<file path="src/rtl/lfsrs_pkg.sv">
// lfsrs_pkg: shared constants, types and helpers for the LFSR frame scrambler.
// No dependencies; imported by every module of the block.
`default_nettype none

package lfsrs_pkg;

  // LFSR length (2..32)
  localparam int REG_BITS = 7;
  // width of the seed and tap_mask registers
  localparam int CFG_W = 7;
  localparam int CFG_IDX_W = 1;

  localparam logic [CFG_IDX_W-1:0] CFG_IDX_SEED = 1'b0;
  localparam logic [CFG_IDX_W-1:0] CFG_IDX_TAPS = 1'b1;

  localparam logic [CFG_W-1:0] SEED_RST = 7'd127;
  localparam logic [CFG_W-1:0] TAPS_RST = 7'd72;

  typedef logic [REG_BITS-1:0] lfsr_t;
  typedef logic [REG_BITS-1:0] seq_pos_t;

  typedef struct packed {
    logic [CFG_W-1:0] seed;
    logic [CFG_W-1:0] tap_mask;
  } cfg_t;

  // Fit a register value to the LFSR length: zero-extend or drop high bits.
  function automatic lfsr_t fit_reg(input logic [CFG_W-1:0] v);
    logic [REG_BITS+CFG_W-1:0] ext;
    ext = {{REG_BITS{1'b0}}, v};
    return ext[REG_BITS-1:0];
  endfunction

endpackage

`default_nettype wire

</file>
<file path="src/rtl/lfsrs_cfg_regs.sv">
// lfsrs_cfg_regs: seed and tap_mask registers behind the plain write port.
// Depends on lfsrs_pkg.
`default_nettype none

module lfsrs_cfg_regs
  import lfsrs_pkg::*;
(
  input  wire logic                 clk,
  input  wire logic                 rst_n,
  input  wire logic                 cfg_we,
  input  wire logic [CFG_IDX_W-1:0] cfg_index,
  input  wire logic [CFG_W-1:0]     cfg_wdata,
  output cfg_t                      cfg
);

  cfg_t cfg_r;
  cfg_t cfg_nxt;

  always_comb begin
    cfg_nxt = cfg_r;
    if (cfg_we) begin
      case (cfg_index)
        CFG_IDX_SEED: cfg_nxt.seed     = cfg_wdata;
        CFG_IDX_TAPS: cfg_nxt.tap_mask = cfg_wdata;
        default:      cfg_nxt          = cfg_r;
      endcase
    end
  end

  always_ff @(posedge clk) begin
    if (!rst_n) begin
      cfg_r.seed     <= SEED_RST;
      cfg_r.tap_mask <= TAPS_RST;
    end else begin
      cfg_r <= cfg_nxt;
    end
  end

  assign cfg = cfg_r;

endmodule

`default_nettype wire

</file>
<file path="src/rtl/lfsrs_core.sv">
// lfsrs_core: Fibonacci LFSR, sequence position counter and feedback parity.
// Depends on lfsrs_pkg.
`default_nettype none

module lfsrs_core
  import lfsrs_pkg::*;
(
  input  wire logic clk,
  input  wire logic rst_n,
  input  wire cfg_t cfg,
  input  wire logic step,
  input  wire logic frame_start,
  output logic      fb
);

  localparam seq_pos_t SEQ_LAST = '1;
  localparam seq_pos_t POS_ONE  = seq_pos_t'(1);

  lfsr_t    sr_r, sr_nxt;
  seq_pos_t pos_r, pos_nxt;
  lfsr_t    cur;
  logic     reload;

  // reload happens before this bit's feedback
  assign reload = frame_start || (pos_r == SEQ_LAST);
  assign cur    = reload ? fit_reg(cfg.seed) : sr_r;
  assign fb     = ^(cur & fit_reg(cfg.tap_mask));

  always_comb begin
    sr_nxt  = sr_r;
    pos_nxt = pos_r;
    if (step) begin
      sr_nxt  = {cur[REG_BITS-2:0], fb};
      pos_nxt = reload ? POS_ONE : pos_r + POS_ONE;
    end
  end

  always_ff @(posedge clk) begin
    if (!rst_n) begin
      sr_r  <= fit_reg(SEED_RST);
      pos_r <= '0;
    end else begin
      sr_r  <= sr_nxt;
      pos_r <= pos_nxt;
    end
  end

  a_start_pos: assert property (@(posedge clk) disable iff (!rst_n)
    step && frame_start |=> pos_r == POS_ONE)
    else $error("position not restarted at frame start");

  a_hold: assert property (@(posedge clk) disable iff (!rst_n)
    !step |=> $stable(sr_r) && $stable(pos_r))
    else $error("LFSR state moved without a step");

  a_fb_in: assert property (@(posedge clk) disable iff (!rst_n)
    step |=> sr_r[0] == $past(fb))
    else $error("feedback bit not shifted in");

endmodule

`default_nettype wire

</file>
<file path="src/rtl/lfsr_frame_scrambler.sv">
// lfsr_frame_scrambler: top level, input register, output register, handshakes.
// Depends on lfsrs_pkg, lfsrs_cfg_regs and lfsrs_core.
`default_nettype none

// Additive bit scrambler (x^7 + x^4 + 1 by default reset values).
//
// Input channel: in_valid/in_ready carry one data bit plus a frame_start
// flag per transfer. A set frame_start reloads the LFSR from seed before
// that bit is scrambled; the LFSR also reloads after every 2^REG_BITS-1 bits.
// Output channel: out_valid/out_ready carry one scrambled_bit per input bit,
// in order.
//
// Path: an input transfer lands in the input register, then the feedback
// parity goes into the output register, which drives out_valid. Throughput:
// one bit per clock while out_ready stays high; the LFSR step is a single XOR
// tree over REG_BITS bits.
//
// Stall: when out_ready is low the output register holds; one more bit may
// sit in the input register, after which in_ready drops. No bit is lost.
//
// Reset (rst_n low, synchronous): both stages empty, seed = 127,
// tap_mask = 72, LFSR = seed, position = 0. Configuration writes on cfg_we
// take effect at once; write only while the pipeline is empty. A new seed
// is used at the next reload.
module lfsr_frame_scrambler
  import lfsrs_pkg::*;
(
  input  wire logic                 clk,
  input  wire logic                 rst_n,
  // configuration
  input  wire logic                 cfg_we,
  input  wire logic [CFG_IDX_W-1:0] cfg_index,
  input  wire logic [CFG_W-1:0]     cfg_wdata,
  // input channel
  input  wire logic                 in_valid,
  output logic                      in_ready,
  input  wire logic                 in_data_bit,
  input  wire logic                 in_frame_start,
  // output channel
  output logic                      out_valid,
  input  wire logic                 out_ready,
  output logic                      out_scrambled_bit
);

  cfg_t cfg;

  // input stage
  logic s1_valid_r, s1_valid_nxt;
  logic s1_data_r;
  logic s1_start_r;
  // output stage
  logic out_valid_r, out_valid_nxt;
  logic out_bit_r;

  logic advance;   // input stage moves into the output register
  logic in_xfer;
  logic fb;

  lfsrs_cfg_regs u_cfg (
    .clk       (clk),
    .rst_n     (rst_n),
    .cfg_we    (cfg_we),
    .cfg_index (cfg_index),
    .cfg_wdata (cfg_wdata),
    .cfg       (cfg)
  );

  lfsrs_core u_core (
    .clk         (clk),
    .rst_n       (rst_n),
    .cfg         (cfg),
    .step        (advance),
    .frame_start (s1_start_r),
    .fb          (fb)
  );

  // output register frees up in the same cycle it is taken
  assign advance  = s1_valid_r && (!out_valid_r || out_ready);
  assign in_ready = !s1_valid_r || advance;
  assign in_xfer  = in_valid && in_ready;

  always_comb begin
    s1_valid_nxt = s1_valid_r;
    if (in_xfer) begin
      s1_valid_nxt = 1'b1;
    end else if (advance) begin
      s1_valid_nxt = 1'b0;
    end
  end

  always_comb begin
    out_valid_nxt = out_valid_r;
    if (advance) begin
      out_valid_nxt = 1'b1;
    end else if (out_ready) begin
      out_valid_nxt = 1'b0;
    end
  end

  always_ff @(posedge clk) begin
    if (!rst_n) begin
      s1_valid_r  <= 1'b0;
      out_valid_r <= 1'b0;
    end else begin
      s1_valid_r  <= s1_valid_nxt;
      out_valid_r <= out_valid_nxt;
    end
  end

  // payload registers, no reset
  always_ff @(posedge clk) begin
    if (in_xfer) begin
      s1_data_r  <= in_data_bit;
      s1_start_r <= in_frame_start;
    end
    if (advance) begin
      out_bit_r <= s1_data_r ^ fb;
    end
  end

  assign out_valid         = out_valid_r;
  assign out_scrambled_bit = out_bit_r;

endmodule

`default_nettype wire

</file>
<file path="config.mk">
export PLATFORM = sky130hd
export DESIGN_NAME = lfsr_frame_scrambler
export DESIGN_NICKNAME = d
export VERILOG_FILES = /design/src/rtl/lfsrs_pkg.sv /design/src/rtl/lfsrs_cfg_regs.sv /design/src/rtl/lfsrs_core.sv /design/src/rtl/lfsr_frame_scrambler.sv
export SDC_FILE = /design/constraint.sdc
export NUM_CORES = 1
export LEC_CHECK = 0
export BUFFER_PORTS_ARGS = -buffer_cell sky130_fd_sc_hd__buf_4
export CAP_MARGIN = 20
export CELL_PAD_IN_SITES_DETAIL_PLACEMENT = 1
export CELL_PAD_IN_SITES_GLOBAL_PLACEMENT = 2
export CORE_UTILIZATION = 37
export CTS_CLUSTER_DIAMETER = 150
export CTS_CLUSTER_SIZE = 10
export DETAILED_ROUTE_END_ITERATION = 8
export PLACE_DENSITY_LB_ADDON = 0.1
export SYNTH_ARGS = -nofsm -noshare
export SYNTH_HDL_FRONTEND = slang
export SYNTH_SLANG_ARGS = --single-unit
export TNS_END_PERCENT = 50
</file>
<file path="constraint.sdc">
create_clock -name clk -period 5.25 [get_ports clk]
set_clock_uncertainty 0.15 [all_clocks]
set_input_delay 1.05 -clock clk [delete_from_list [all_inputs] [get_ports clk]]
set_output_delay 1.05 -clock clk [all_outputs]
set_load 0.005 [all_outputs]
</file>
==> metrics.yaml <==
clocking:
  postCtsSetupRepairBufs: 0
  cts_buffers: 5
  ctsHtreeMaxLevel: 2
  cts_resized: 0
  clock_tree.root_cell: "sky130_fd_sc_hd__clkbuf_8"
  cts_buffer_depth: 2
  cts-hold-fix-buffers: 0
  cts.sinks: 33
  clk_transition_reported_paths_ns: 0.06
  worst_skew_late_latency_ns: 0.28
  tritoncts_clock_tree: "yes"
finish:
  finalNetCount: 198
  growth_of_design_area_from_synthesis_to_finish_pct: 16.7
  antennaDiodeCount: 0
  final_common_cell: "sky130_fd_sc_hd__nand2_1"
  fraction_of_layout_cells_with_a_size_suffix_above_1: 0.126
  layout.filler_cells: 446
  layout_common_cells: "sky130_fd_sc_hd__nand2_1, sky130_fd_sc_hd__dfxtp_1, sky130_fd_sc_hd__buf_4"
  sequential_cell_area_um2: 691
  multiInputGateArea_um2: 733
timing:
  timing.final.setup_violations: 0
  layout_min_cycle_time_ns: 2.80
  fmax_ghz: 0.357
  final-hold-violation-count: 0
  drv_slew: 0
  rsz_0062_raised_after_global_routing: "false"
  min_period_over_period: 0.533
  worst_slew_pin_slew_ns: 0.507
  setup_total_negative_slack_ns: 0
  slew_hr: 0.662
  timing.hold.ws_ns: 0.323
place:
  hpwl_after_detailed_placement_um: 2440
  gpl.final_weighted_congestion: 0.731
  port_buffers: 17
yosys:
  combinational_family_with_the_most_area_after_synthesis: "simple AND/OR/NAND/NOR gates"
  post_synth.cell_area_avg_um2: 8.92
  synthAdderAreaFrac: 0.00855
  synthXorXnorAreaFrac: 0.115
  synth_top_flop_cell: "sky130_fd_sc_hd__dfxtp_1"
  post_synth_instance_area_um2: 1460
  number_of_distinct_library_cells_after_synthesis: 27
  yosysSeqAreaShare: 0.472
  synth.mux.area_fraction: 0.0479
  yosysWarningCount: 0
  ys_async_sr_fraction: 0
  synthDominantAreaCellType: "sky130_fd_sc_hd__dfxtp_1"
  cell_count_after_synthesis: 164
  synth-edff-count: 3
  syn-num-nets: 180
  synth_top_area_share: 0.411
  synth.top_cells.by_area: "sky130_fd_sc_hd__dfxtp_1, sky130_fd_sc_hd__nand2_1, sky130_fd_sc_hd__edfxtp_1, sky130_fd_sc_hd__xnor3_1, sky130_fd_sc_hd__nand3_1"
  synth_compound_area_frac: 0.0830
  yosys_register_bits: 33
  synth_simple_gate_area_share: 0.246
die:
  start_util: 0.394
  coreArea_um2: 3720
  row_count: 22
  die_h_um: 64.9
  die_area_um2: 4210
  dieWidth_um: 64.9
  floorplan.io_pins: 18
worst_setup_path:
  worst_path_max_delay_cell: "sky130_fd_sc_hd__nor2b_1"
  buffers_plus_inverters_on_the_worst_setup_path: 2
  worst_path_most_repeated_cell: "sky130_fd_sc_hd__buf_4"
  worst_path_largest_cell_delay_ns: 0.20
  required_ns: 4.05
  startpoint_type: "input port"
  crit_path_end_kind: "output port"
  path_delay_family: "simple AND/OR/NAND/NOR gates"
  worstSetupPathType: "input port to output port"
  crit_path_cell_trace: "buf_4, nor2b_1, nand2_1, buf_4"
  worstPathMaxFanout: 4
  critical_path_arrival_ns: 1.60
grt:
  first_global_vias: 1201
  antenna_found_initial: 0
  largest_net_degree_at_the_start_of_global_routing: 22
  grt_first_pass_wirelength_um: 5650
  gr-usage-all-layers: 0.178
  overflow: 0
route:
  remaining_drc_errors: 0
  route.vias.total: 1174
  detail_route.iter0.violations: 32
  vias_per_inst: 5.08
  wl_per_cell_um: 13.6
  drt-pass1-iter-count: 4
  drtAntennaViolNets: 0
  routed_wl_um: 3140
pwr:
  total_power_uw: 541
  pwr_density_cell_nw_per_um2: 317
  vdd_ir_drop_max_mv: 0.199
  power_leakage_nw: 0.776
min_path:
  hold_path_class: "flip-flop to flip-flop"
flow_run:
  maxCapViolations: 0
status:
  run_status: "completed"
[per-stage QoR]
step	utilization	setup WS [ns]	instances	instance area, um2
floorplan	-	2.73	164	1460
global placement	0.438	2.47	223	1630
detailed placement	0.438	2.39	223	1630
CTS	0.459	2.44	231	1710
global route	0.459	2.41	231	1710
finish	0.459	2.45	231	1710
[cells in the mapped netlist, drive strengths merged (2+ instances only)]
cell and n:
nand3 16, buf 2, and2 2, xnor2 4
nand2 46, edfxtp 3, nand2b 2, o21ai 2
nor2 8, nand4 4, nor2b 2, clkbuf 5
inv 2, o211ai 6, a21oi 6, a31oi 3
xor2 5, dfxtp 30, xnor3 4, mux2i 7
[worst min-delay path, stage by stage, from the launching register on]
cell                      delay [ns]
sky130_fd_sc_hd__dfxtp_1        0.32
sky130_fd_sc_hd__nand2_1        0.06
sky130_fd_sc_hd__a21oi_1        0.05
[flip-flops by register name (all words and copies together), names as in the netlist]
register / count
u_cfg.cfg: 14
u_core.pos_r: 7
u_core.sr_r: 7
out_scrambled_bit: 1
out_valid: 1
s1_data_r: 1
s1_start_r: 1
s1_valid_r: 1
[metal layers]
layer	vias up	track usage	wire, um
met5	-	0	0
met4	0	0.0583	31
met3	5	0.0475	91
met2	15	0.286	1490
met1	561	0.229	1530
li1	593	-	-
[power breakdown]
part           switching (mW)  total (mW)  internal [mW]
registers              0.0107       0.281          0.270
clock network          0.0843       0.178         0.0941
logic                  0.0391      0.0822         0.0430
total                   0.134       0.541          0.407
[final cells by class]
class | count | share of cell area
tap | 48 | 0.0352
inverter | 2 | 0.00440
multi-input combinational | 122 | 0.430
clock buffer | 8 | 0.0469
sequential | 33 | 0.405
timing repair buffer | 18 | 0.0792
[worst paths after layout]
path	from	to	slack [ns]	cells past startpoint
max	out_ready	in_ready	2.45	4
min	u_cfg.cfg[4]$_SDFFE_PN0P_	u_cfg.cfg[4]$_SDFFE_PN0P_	0.32	2
max reg2reg	out_valid$_SDFFE_PN0P_	u_core.pos_r[4]$_SDFFE_PN0P_	3.26	6
min reg2reg	u_cfg.cfg[4]$_SDFFE_PN0P_	u_cfg.cfg[4]$_SDFFE_PN0P_	0.32	2
[cell families after synthesis]
kind of cell,Yosys count
AO/OA/AOI/OAI,19
XOR/XNOR,13
adder cells (fa/ha/maj),1
buffers and inverters,9
flip-flops,33
multiplexers,7
AND/OR/NAND/NOR,82
Note: power is estimated with default switching activity, not from simulation.
